[src/sv/mie_pkg.sv]
// Shared types and constants for the modular inverse unit.
package mie_pkg;

	// Default operand width in bits.
	localparam int OPERAND_BITS_DEF = 31;

	// Width of the status field.
	localparam int STATUS_BITS = 2;

	// Result status codes.
	typedef enum logic [STATUS_BITS-1:0] {
		ST_OK       = 2'd0,
		ST_NO_INV   = 2'd1,
		ST_ZERO_MOD = 2'd2
	} status_t;

	// Controller states.
	typedef enum logic [2:0] {
		S_IDLE,
		S_START,
		S_ALIGN,
		S_REDUCE,
		S_FINISH
	} ctrl_state_t;

	// Datapath operations issued by the controller.
	typedef enum logic [2:0] {
		OP_NONE,
		OP_LOAD,
		OP_BEGIN,
		OP_ALIGN,
		OP_REDUCE,
		OP_SWAP,
		OP_FINISH
	} dp_op_t;

	// Status flags reported by the datapath.
	typedef struct packed {
		logic r1_zero;
		logic aligned;
		logic cnt_zero;
	} dp_flags_t;

endpackage

[src/sv/mie_datapath.sv]
// Datapath: remainder and coefficient registers with a shift-subtract divide step.
module mie_datapath
	import mie_pkg::*;
#(
	parameter int OPERAND_BITS = OPERAND_BITS_DEF
) (
	input  logic                    clk,
	input  logic                    arst_n,
	input  logic [OPERAND_BITS-1:0] in_value,
	input  logic [OPERAND_BITS-1:0] in_modulus,
	input  dp_op_t                  op,
	output dp_flags_t               flags,
	output logic [OPERAND_BITS-1:0] out_inverse,
	output logic [OPERAND_BITS-1:0] out_gcd,
	output status_t                 out_status
);

	localparam int W  = OPERAND_BITS;
	localparam int CW = $clog2(W + 1);

	// Remainder pair, coefficient magnitude pair and the original modulus.
	logic [W-1:0]  r0_q, r1_q, s0_q, s1_q, mod_q;
	// Shifted divisor and shifted coefficient for the current quotient.
	logic [W:0]    d_q, sh_q;
	logic [CW-1:0] cnt_q;
	logic          neg_q;

	// Result registers.
	logic [W-1:0]  inv_q, gcd_q;
	status_t       status_q;

	logic [W:0]    d_half, sh_half, s_sum;
	logic          take;
	logic [W-1:0]  inv_red, inv_val;
	status_t       status_val;

	// One restoring step: halve the divisor and subtract where it fits.
	assign d_half  = d_q >> 1;
	assign sh_half = sh_q >> 1;
	assign take    = d_half <= {1'b0, r0_q};
	assign s_sum   = {1'b0, s0_q} + sh_half;

	// Status toward the controller.
	assign flags.r1_zero  = r1_q == '0;
	assign flags.aligned  = d_q > {1'b0, r0_q};
	assign flags.cnt_zero = cnt_q == '0;

	// Final normalization of the coefficient into 1..modulus.
	always_comb begin
		inv_red    = (s0_q == mod_q) ? '0 : s0_q;
		inv_val    = '0;
		status_val = ST_OK;
		if (mod_q == '0) begin
			status_val = ST_ZERO_MOD;
		end else if (r0_q != W'(1)) begin
			status_val = ST_NO_INV;
		end else if (neg_q) begin
			inv_val = mod_q - inv_red;
		end else begin
			inv_val = (inv_red == '0) ? mod_q : inv_red;
		end
	end

	// Register updates per operation.
	always_ff @(posedge clk) begin
		unique case (op)
			OP_LOAD: begin
				r0_q  <= in_value;
				r1_q  <= in_modulus;
				mod_q <= in_modulus;
				s0_q  <= W'(1);
				s1_q  <= '0;
				neg_q <= 1'b0;
			end
			OP_BEGIN: begin
				d_q   <= {1'b0, r1_q};
				sh_q  <= {1'b0, s1_q};
				cnt_q <= '0;
			end
			OP_ALIGN: begin
				d_q   <= d_q << 1;
				sh_q  <= sh_q << 1;
				cnt_q <= cnt_q + CW'(1);
			end
			OP_REDUCE: begin
				d_q   <= d_half;
				sh_q  <= sh_half;
				cnt_q <= cnt_q - CW'(1);
				if (take) begin
					r0_q <= r0_q - d_half[W-1:0];
					s0_q <= s_sum[W-1:0];
				end
			end
			OP_SWAP: begin
				r0_q  <= r1_q;
				r1_q  <= r0_q;
				s0_q  <= s1_q;
				s1_q  <= s0_q;
				neg_q <= ~neg_q;
			end
			default: begin
			end
		endcase
	end

	// Result word register, cleared at reset.
	always_ff @(posedge clk or negedge arst_n) begin
		if (!arst_n) begin
			inv_q    <= '0;
			gcd_q    <= '0;
			status_q <= ST_OK;
		end else if (op == OP_FINISH) begin
			inv_q    <= inv_val;
			gcd_q    <= r0_q;
			status_q <= status_val;
		end
	end

	assign out_inverse = inv_q;
	assign out_gcd     = gcd_q;
	assign out_status  = status_q;

endmodule

[src/sv/mie_ctrl.sv]
// Controller: sequences Euclid steps and owns both handshakes.
module mie_ctrl
	import mie_pkg::*;
(
	input  logic      clk,
	input  logic      arst_n,
	input  logic      in_valid,
	output logic      in_ready,
	output logic      out_valid,
	input  logic      out_ready,
	input  dp_flags_t flags,
	output dp_op_t    op
);

	ctrl_state_t state_q, state_d;
	logic        out_valid_q;
	logic        load_out;

	// State register and output word valid flag.
	always_ff @(posedge clk or negedge arst_n) begin
		if (!arst_n) begin
			state_q     <= S_IDLE;
			out_valid_q <= 1'b0;
		end else begin
			state_q <= state_d;
			if (load_out) begin
				out_valid_q <= 1'b1;
			end else if (out_ready) begin
				out_valid_q <= 1'b0;
			end
		end
	end

	// Next state and datapath operation.
	always_comb begin
		state_d  = state_q;
		op       = OP_NONE;
		in_ready = 1'b0;
		load_out = 1'b0;
		unique case (state_q)
			S_IDLE: begin
				in_ready = 1'b1;
				if (in_valid) begin
					op      = OP_LOAD;
					state_d = S_START;
				end
			end
			S_START: begin
				if (flags.r1_zero) begin
					state_d = S_FINISH;
				end else begin
					op      = OP_BEGIN;
					state_d = S_ALIGN;
				end
			end
			S_ALIGN: begin
				if (flags.aligned) begin
					state_d = S_REDUCE;
				end else begin
					op = OP_ALIGN;
				end
			end
			S_REDUCE: begin
				if (flags.cnt_zero) begin
					op      = OP_SWAP;
					state_d = S_START;
				end else begin
					op = OP_REDUCE;
				end
			end
			S_FINISH: begin
				if (!out_valid_q || out_ready) begin
					op       = OP_FINISH;
					load_out = 1'b1;
					state_d  = S_IDLE;
				end
			end
			default: begin
				state_d = S_IDLE;
			end
		endcase
	end

	assign out_valid = out_valid_q;

endmodule

[src/sv/modular_inverse_ext_euclid_unit.sv]
// Top level: modular inverse by the extended Euclidean algorithm.
// A zero modulus goes straight from the load to the finish; otherwise each Euclid step
// aligns the divisor, reduces once per quotient bit and swaps the remainder and
// coefficient pairs. One word is in work at a time, bounded by the shift-subtract loop.
// A new word is accepted in the same cycle that the previous result first sits in the output register.
// Reset is asynchronous, active low, and clears the controller, output valid and result.
module modular_inverse_ext_euclid_unit
	import mie_pkg::*;
#(
	parameter int OPERAND_BITS = OPERAND_BITS_DEF,
	localparam int IN_BITS  = ((2 * OPERAND_BITS + 7) / 8) * 8,
	localparam int OUT_BITS = ((2 * OPERAND_BITS + STATUS_BITS + 7) / 8) * 8
) (
	input  logic                clk,
	input  logic                arst_n,
	input  logic                s_axis_tvalid,
	output logic                s_axis_tready,
	// value, modulus (from bit 0 up), zero padded
	input  logic [IN_BITS-1:0]  s_axis_tdata,
	output logic                m_axis_tvalid,
	input  logic                m_axis_tready,
	// inverse, common_divisor, status (from bit 0 up), zero padded
	output logic [OUT_BITS-1:0] m_axis_tdata
);

	localparam int W = OPERAND_BITS;

	dp_op_t          op;
	dp_flags_t       flags;
	logic [W-1:0]    inverse, common_divisor;
	status_t         status;

	// Sequencer.
	mie_ctrl u_ctrl (
		.clk       (clk),
		.arst_n    (arst_n),
		.in_valid  (s_axis_tvalid),
		.in_ready  (s_axis_tready),
		.out_valid (m_axis_tvalid),
		.out_ready (m_axis_tready),
		.flags     (flags),
		.op        (op)
	);

	// Arithmetic.
	mie_datapath #(
		.OPERAND_BITS (OPERAND_BITS)
	) u_datapath (
		.clk         (clk),
		.arst_n      (arst_n),
		.in_value    (s_axis_tdata[W-1:0]),
		.in_modulus  (s_axis_tdata[2*W-1:W]),
		.op          (op),
		.flags       (flags),
		.out_inverse (inverse),
		.out_gcd     (common_divisor),
		.out_status  (status)
	);

	// Pack the result word.
	assign m_axis_tdata = OUT_BITS'({status, common_divisor, inverse});

endmodule
[config.mk]
export PLATFORM = sky130hd
export DESIGN_NAME = modular_inverse_ext_euclid_unit
export DESIGN_NICKNAME = d
export VERILOG_FILES = /design/src/sv/mie_pkg.sv /design/src/sv/mie_datapath.sv /design/src/sv/mie_ctrl.sv /design/src/sv/modular_inverse_ext_euclid_unit.sv
export SDC_FILE = /design/constraint.sdc
export NUM_CORES = 1
export LEC_CHECK = 0
export BUFFER_PORTS_ARGS = -buffer_cell sky130_fd_sc_hd__buf_2
export CORE_AREA = 2 2 217 219
export DETAILED_ROUTE_END_ITERATION = 10
export DIE_AREA = 0 0 219 221
export PLACE_DENSITY = 0.61
export SLEW_MARGIN = 25
export SYNTH_ARGS = -nofsm -noshare
export SYNTH_HDL_FRONTEND = slang
export SYNTH_SLANG_ARGS = --single-unit
[constraint.sdc]
create_clock -name clk -period 21 [get_ports clk]
set_input_delay 1.05 -clock clk [delete_from_list [all_inputs] [get_ports clk]]
set_output_delay 1.05 -clock clk [all_outputs]
set_load 0.02 [all_outputs]
### Yosys cells after proc, flatten, opt, wreduce, memory -nomap -nowiden

Index checks and enable logic that the tools add are counted.
Widths: inputs -> output; s select.

| word-level totals | value |
|---|---|
| bits in registers | 293 |
| output and inout bits | 66 |
| input port bits | 68 |

| cells by class | value |
|---|---|
| equal/unequal tests | 17 |
| reductions and logical operators | 13 |
| mux-type cells | 34 |
| add/subtract/negate cells | 5 |
| bitwise operators | 1 |
| order comparisons | 2 |

Operators by type and width:

| kind | number |
|---|---|
| $mux 31 | 7 |
| $pmux 32 s3 | 2 |
| $pmux 31 s3 | 2 |
| $pmux 31 s2 | 2 |
| $logic_not 31->1 | 3 |
| $sub 31x31->31 | 2 |
| $gt 32x31->1 | 1 |
| $add 31x31->31 | 1 |
| $eq 31x31->1 | 1 |
| $le 31x31->1 | 1 |
| $ne 31x1->1 const B | 1 |
| $pmux 3 s5 | 2 |
| $mux 3 | 6 |
| $pmux 5 s3 | 1 |
| $eq 3x2->1 const B | 4 |
| $eq 3x3->1 const B | 4 |
| $mux 1 | 8 |
| $eq 3x1->1 const B | 2 |
| $mux 2 | 3 |
| $ne 2x2->1 const B | 3 |
| $reduce_bool 3->1 | 2 |
| $add 5x1->5 const B | 1 |
| $logic_not 5->1 | 1 |
| $sub 5x1->5 const B | 1 |
| other kinds (9) | 11 |

### Longest topological paths before layout

| logic depth | value |
|---|---|
| word-level depth | 7 |
| gate-level depth with buffers | 19 |
| mapped depth without buffers | 16 |

### By module

Synthesis repeated with hierarchy kept, for this count alone.

| unflattened totals | value |
|---|---|
| cell total of the unflattened synthesis | 1998 |
| area, all modules | 19043.3 um^2 |

Modules (own cells, without submodules):

| module | cells each | area each (um^2) | sequential area each (um^2) | instances |
|---|---|---|---|---|
| mie_datapath | 1967 | 18785.5 | 8358.0 | 1 |
| mie_ctrl | 31 | 257.7 | 100.1 | 1 |

### Worst setup path before layout

No wires, ideal clock.

| path | value |
|---|---|
| kind | reg2reg |
| start | register u_ctrl.state_q[1] |
| end | register u_datapath.cnt_q[0] (enable) |
| buffers on the path | 1 |
| stages on the path, launching flop included | 3 |
| slack | 12667 ps |
| data arrival time | 7648 ps |
| library setup time | 685 ps |
| cells stage by stage | dfrtp_1 > clkbuf_1 > o41ai_1 |

| on the way | value |
|---|---|
| longest elaborated chain between the ends | 4 |
| elaborated cells on any way between the ends | 10 |
| classes of those cells | eq/ne (7); mux (1); reduce/logical (2) |

Ends and longest elaborated chain:

| element | RTL line | RTL |
|---|---|---|
| from (decl) | mie_ctrl.sv:15 | `ctrl_state_t state_q, state_d;` |
| from (signal assigned) | mie_ctrl.sv:25 | `state_q <= state_d;` |
| $eq 3x3->1 (tied with other cells) | mie_ctrl.sv:40 | `unique case (state_q)` |
| $pmux 3 s5 * | mie_ctrl.sv:40 |  |
| $eq 3x2->1 or $eq 3x3->1 (tied branches) | mie_datapath.sv:66 | `unique case (op)` |
| $reduce_bool 3->1 (no source line) * | - |  |
| to (signal assigned) | mie_datapath.sv:83 | `cnt_q <= cnt_q + CW'(1);` |
| to (signal assigned) | mie_datapath.sv:88 | `cnt_q <= cnt_q - CW'(1);` |
| to (decl) | mie_datapath.sv:25 | `logic [CW-1:0] cnt_q;` |

Mark *: on every way between the ends. The rest lies on a longest branch, timed or not.
A chain may end at the register's enable or synchronous reset.

### Final worst setup path

| path | value |
|---|---|
| start | register u_datapath.s0_q[27] |
| end | register u_datapath.inv_q[30] (netlist: u_datapath.out_inverse[30]) |

| on the way | value |
|---|---|
| longest elaborated chain between the ends | 7 |
| elaborated cells on any way between the ends | 8 |
| classes of those cells | add/sub (1); eq/ne (1); mux (5); reduce/logical (1) |

Ends and longest elaborated chain:

| element | RTL line | RTL |
|---|---|---|
| from (decl) | mie_datapath.sv:22 | `logic [W-1:0] r0_q, r1_q, s0_q, s1_q, mod_q;` |
| from (signal assigned) | mie_datapath.sv:91 | `s0_q <= s_sum[W-1:0];` |
| from (signal assigned) | mie_datapath.sv:97 | `s0_q <= s1_q;` |
| $eq 31x31->1 | mie_datapath.sv:50 | `inv_red = (s0_q == mod_q) ? '0 : s0_q;` |
| $mux 31 * | mie_datapath.sv:50 |  |
| branches (longest 2 deep; another with $sub 31x31->31) | - |  |
| $mux 31 * | mie_datapath.sv:57 | `end else if (neg_q) begin` |
| $mux 31 * | mie_datapath.sv:55 | `end else if (r0_q != W'(1)) begin` |
| $mux 31 * | mie_datapath.sv:53 | `if (mod_q == '0) begin` |
| to (signal assigned) | mie_datapath.sv:113 | `inv_q <= inv_val;` |
| to (decl) | mie_datapath.sv:29 | `logic [W-1:0] inv_q, gcd_q;` |

Every way passes the cells marked *.

==> metrics.md <==
| Metric | Value |
|---|---|
| Syn_area_per_cell | 9.82 um2 |
| Post-DR wirelength/cell | 21.4 um |
| Wl on met1 | between 20000 and 25000 um |
| Final Skew | 0.0279 ns |
| Most frequent cell after synthesis | nand2_1 |
| Endpoints failing setup | 0 |
| Worst Hold Class | register to register |
| Ant diodes | 0 |
| DRC | 0 |
| Register area | 8460 um2 |
| Max-cap violations | 0 |
| Synth area leaders | edfxtp_1 (37%), dfrtp_1 (9.3%), ha_1 (8.5%), nand2_1 (5.3%), o21ai_0 (5.3%) |
| Switching share of power | 0.446 |
| Hold EP | u_datapath.out_gcd[10] |
| DIE AREA | ~48000 um2 |
| Count of cell types in the netlist | 78 |
| Pre-Repair DR Iteration Count | 5 |
| # hold bufs at CTS | 0 |
| Sequential cell area fraction in the yosys report | 0.462 |
| Achievable clock frequency | about 200 MHz |
| Port buffer count | 131 |
| Syn Nets | between 2000 and 2500 |
| Cells after DPL | 2538 |
| Routed WL | 55600 um |
| FP Rows | between 70 and 80 |
| Syn Inst Count | approximately 1900 |
| Synthesized area | 18300 um2 |
| Initial Utilization | 0.397 |
| Crit Path Class | register to register |
| GRT Residual Overflow | 0 |
| Clock share of power | 0.155 |
| CP peak stage delay | between 0.5 and 0.6 ns |
| Seq pwr share | 0.298 |
| Yosys warns | 0 |
| Max clock buf depth | 3 |
| Layout area overhead | 13.5% |
| Post CTS Setup Buffer Count | 0 |
| Maximum vdd drop | 0.130 mV |
| Met3 WL | ~3600 um |
| Clk_lat worst skew | 0.54 ns |
| Inserted Clock Buffers | 35 |
| CTS tree | yes |
| Worst Path Max Fanout | between 40 and 50 |
| Largest net degree at the start of global routing | 100 |
| Relative slew slack | 0.347 |
| Initial antenna violation count | 1 |
| FF+latch count, synth | a little under 300 |
| Comb power frac | 0.547 |
| CP max stage cell | edfxtp_1 |
| Post-route setup TNS | 0 ns |
| Total number of vias | about 15000 |
| Total power | 3.94 mW |
| Die span in x | around 220 um |
| Clock Sinks | 293 |
| EDFF count, synth | roughly 230 |
| Power Density | around 190 nW/um2 |
| Highest Signal Layer | met4 |
| Reg2reg setup slack | around 16 ns |
| Internal | 2.18 mW |
| Unrepaired setup endpoints after global routing | no |
| Final hold vios | 0 |
| Area share of the largest cell type after synthesis | 0.369 |
| First-pass GRT wire length | around 86000 um |
| Status | finished clean |
| Vias per inst | slightly below 6 |
| Hold slack final | between 0.4 and 0.5 ns |
| Routability cong. | around 0.9 |
| Worst-margin pin slew | just under 1 ns |
| Area taken by multi-input logic gates | 9250 um2 |
| Origin of the critical flop-to-flop path | u_datapath.s0_q[27] |
| Vias in the first global route | 14900 |
| H-tree levels | 2 |
| Leak | 8.64 nW |
| Net Sw Power | about 1.8 mW |
| Hold path depth | 2 |
| Reg clk slew, reported paths | approximately 0.06 ns |
| Die H | roughly 220 um |
| Async set-reset flop share out of synthesis | 0.232 |
| Post-synth top cells | nand2_1 (257), edfxtp_1 (225), o21ai_0 (192) |
| IO Pins | around 130 |
| Final worst path period share | 0.240 |
| Post-cts sizing count | 0 |
| Total track usage | 0.227 |
| Fraction of layout cells with a size suffix above 1 | 0.115 |
| Arrival @ worst endpoint | 5.45 ns |
| Core area | around 46000 um2 |
| CP Cell Sequence | xnor2_1 -> nand4_1 -> nor4_1 -> nand2_1 -> buf_4 -> and2_1 -> ha_1 -> fa_1 -> nor2b_1 -> o31a_1 -> o2111ai_1 -> and4b_1 -> o22a_1 -> a2111oi_0 -> or3_1 -> nand3_1 -> a32o_1 |
| Synth Flop Type | edfxtp_1 |
| Antenna-violating nets left | 0 |
| Hpwl dp | 39300 um |
| Clk root buf | clkbuf_16 |
| HP Start | u_datapath.out_gcd[10] |
| Reg2Reg Depth | 17 |
| Final non-filler cell total | 2602 |
| CP required | 21.40 ns |
| R2R Path End | u_datapath.out_inverse[30] |
| Final net count | ~2200 |
| Largest area contributor in the netlist | edfxtp_1 |
| Crit start category | register |
| Min Tclk post-route | 5.05 ns |
| Worst Setup End Kind | register |
| Slew Limit Fails | 0 |
| DR WL met2 | 25800 um |
| Fillers | between 4000 and 5000 |
| Iter 0 DRT Violations | 1417 |
==> registers in the layout, indices dropped and copies added (netlist names), 31 cells and up <==
register and count:
u_datapath.d_q 32, u_datapath.mod_q 31, u_datapath.out_gcd 31, u_datapath.out_inverse 31
u_datapath.r0_q 31, u_datapath.r1_q 31, u_datapath.s0_q 31, u_datapath.s1_q 31
u_datapath.sh_q 32
==> how the worst max path moves through the flow <==
| stage | start | to | slack (ns) | cells past startpoint |
|---|---|---|---|---|
| 4_1_cts | u_datapath.mod_q[24] | u_datapath.out_inverse[30] | 16.05 | 17 |
| 3_5_place_dp | u_datapath.mod_q[24] | u_datapath.out_inverse[30] | 16.12 | 17 |
| 2_1_floorplan | u_ctrl.state_q[1] | u_datapath.cnt_q[0] | 12.67 | 2 |
| 3_3_place_gp | u_datapath.s0_q[3] | u_datapath.out_inverse[30] | 16.12 | 17 |
| 6_report | u_datapath.s0_q[27] | u_datapath.out_inverse[30] | 15.95 | 17 |
| 5_1_grt | u_datapath.mod_q[27] | u_datapath.out_inverse[30] | 15.67 | 17 |
==> layer usage <==
layer	up-vias	GRT usage
met5	-	0
met3	87	0.0261
met4	0	0.0665
li1	7161	-
met2	574	0.369
met1	7477	0.319
==> power groups by stage <==
stage	Clock, mW	Combinational, mW	Sequential (mW)
5_1_grt	0.641	2.39	1.19
6_report	0.611	2.15	1.18
4_1_cts	0.620	2.13	1.17
3_5_place_dp	0	2.11	1.18
3_3_place_gp	0	2.07	1.18
2_1_floorplan	0	1.62	1.12
==> cells in the final DEF (no fill, tap or decap), types with 8 or more instances in the layout <==
master	instances
o31ai_1	12
clkbuf_1	11
a21o_1	50
nand2b_1	14
nor2b_1	11
nor3_1	23
o21bai_1	9
clkbuf_16	36
a21oi_1	92
a22oi_1	76
and3_1	9
o21ai_1	21
ha_1	125
o21ai_0	191
and2_1	42
buf_2	130
nand2_1	256
a221o_1	40
nand3_1	21
edfxtp_1	225
a32o_1	10
dfrtp_1	68
xor2_1	36
a22o_1	8
o21a_1	18
inv_1	84
mux2i_1	10
nor2_1	98
xnor2_1	68
a211oi_1	12
nand4_1	30
buf_4	17
nor4_1	33
==> metrics by stage <==
step	util	cell area, um2	worst slack, ns
after CTS	0.450	20700	16.05
after global placement	0.425	19600	16.12
after global routing	0.451	20800	15.67
after detailed placement	0.425	19600	16.12
final	0.451	20800	15.95
after floorplan	-	18300	12.67
==> final cells by class <==
class                      count  share of cell area
multi-input combinational   1402               0.445
timing repair buffer         152              0.0410
clock inverter                13             0.00729
inverter                      85              0.0154
sequential                   293               0.407
clock buffer                  50              0.0473
tap                          607              0.0366
==> critical path: cells and delay by family (launching register included) <==
family / cells / cell delay [ns]
AND/OR/NAND/NOR: 8 / 1.54
AO/OA/AOI/OAI: 5 / 1.53
adder cells (fa/ha/maj): 2 / 0.60
flip-flops: 1 / 0.55
XOR/XNOR: 1 / 0.42
buffers and inverters: 1 / 0.27
==> cells by family after synthesis <==
| logic type | share of synthesized area |
|---|---|
| adder cells (fa/ha/maj) | 0.0899 |
| XOR/XNOR | 0.0498 |
| flip-flops | 0.462 |
| AO/OA/AOI/OAI | 0.214 |
| multiplexers | 0.00547 |
| buffers and inverters | 0.0360 |
| AND/OR/NAND/NOR | 0.143 |
Power figures use the tool's default switching activity.
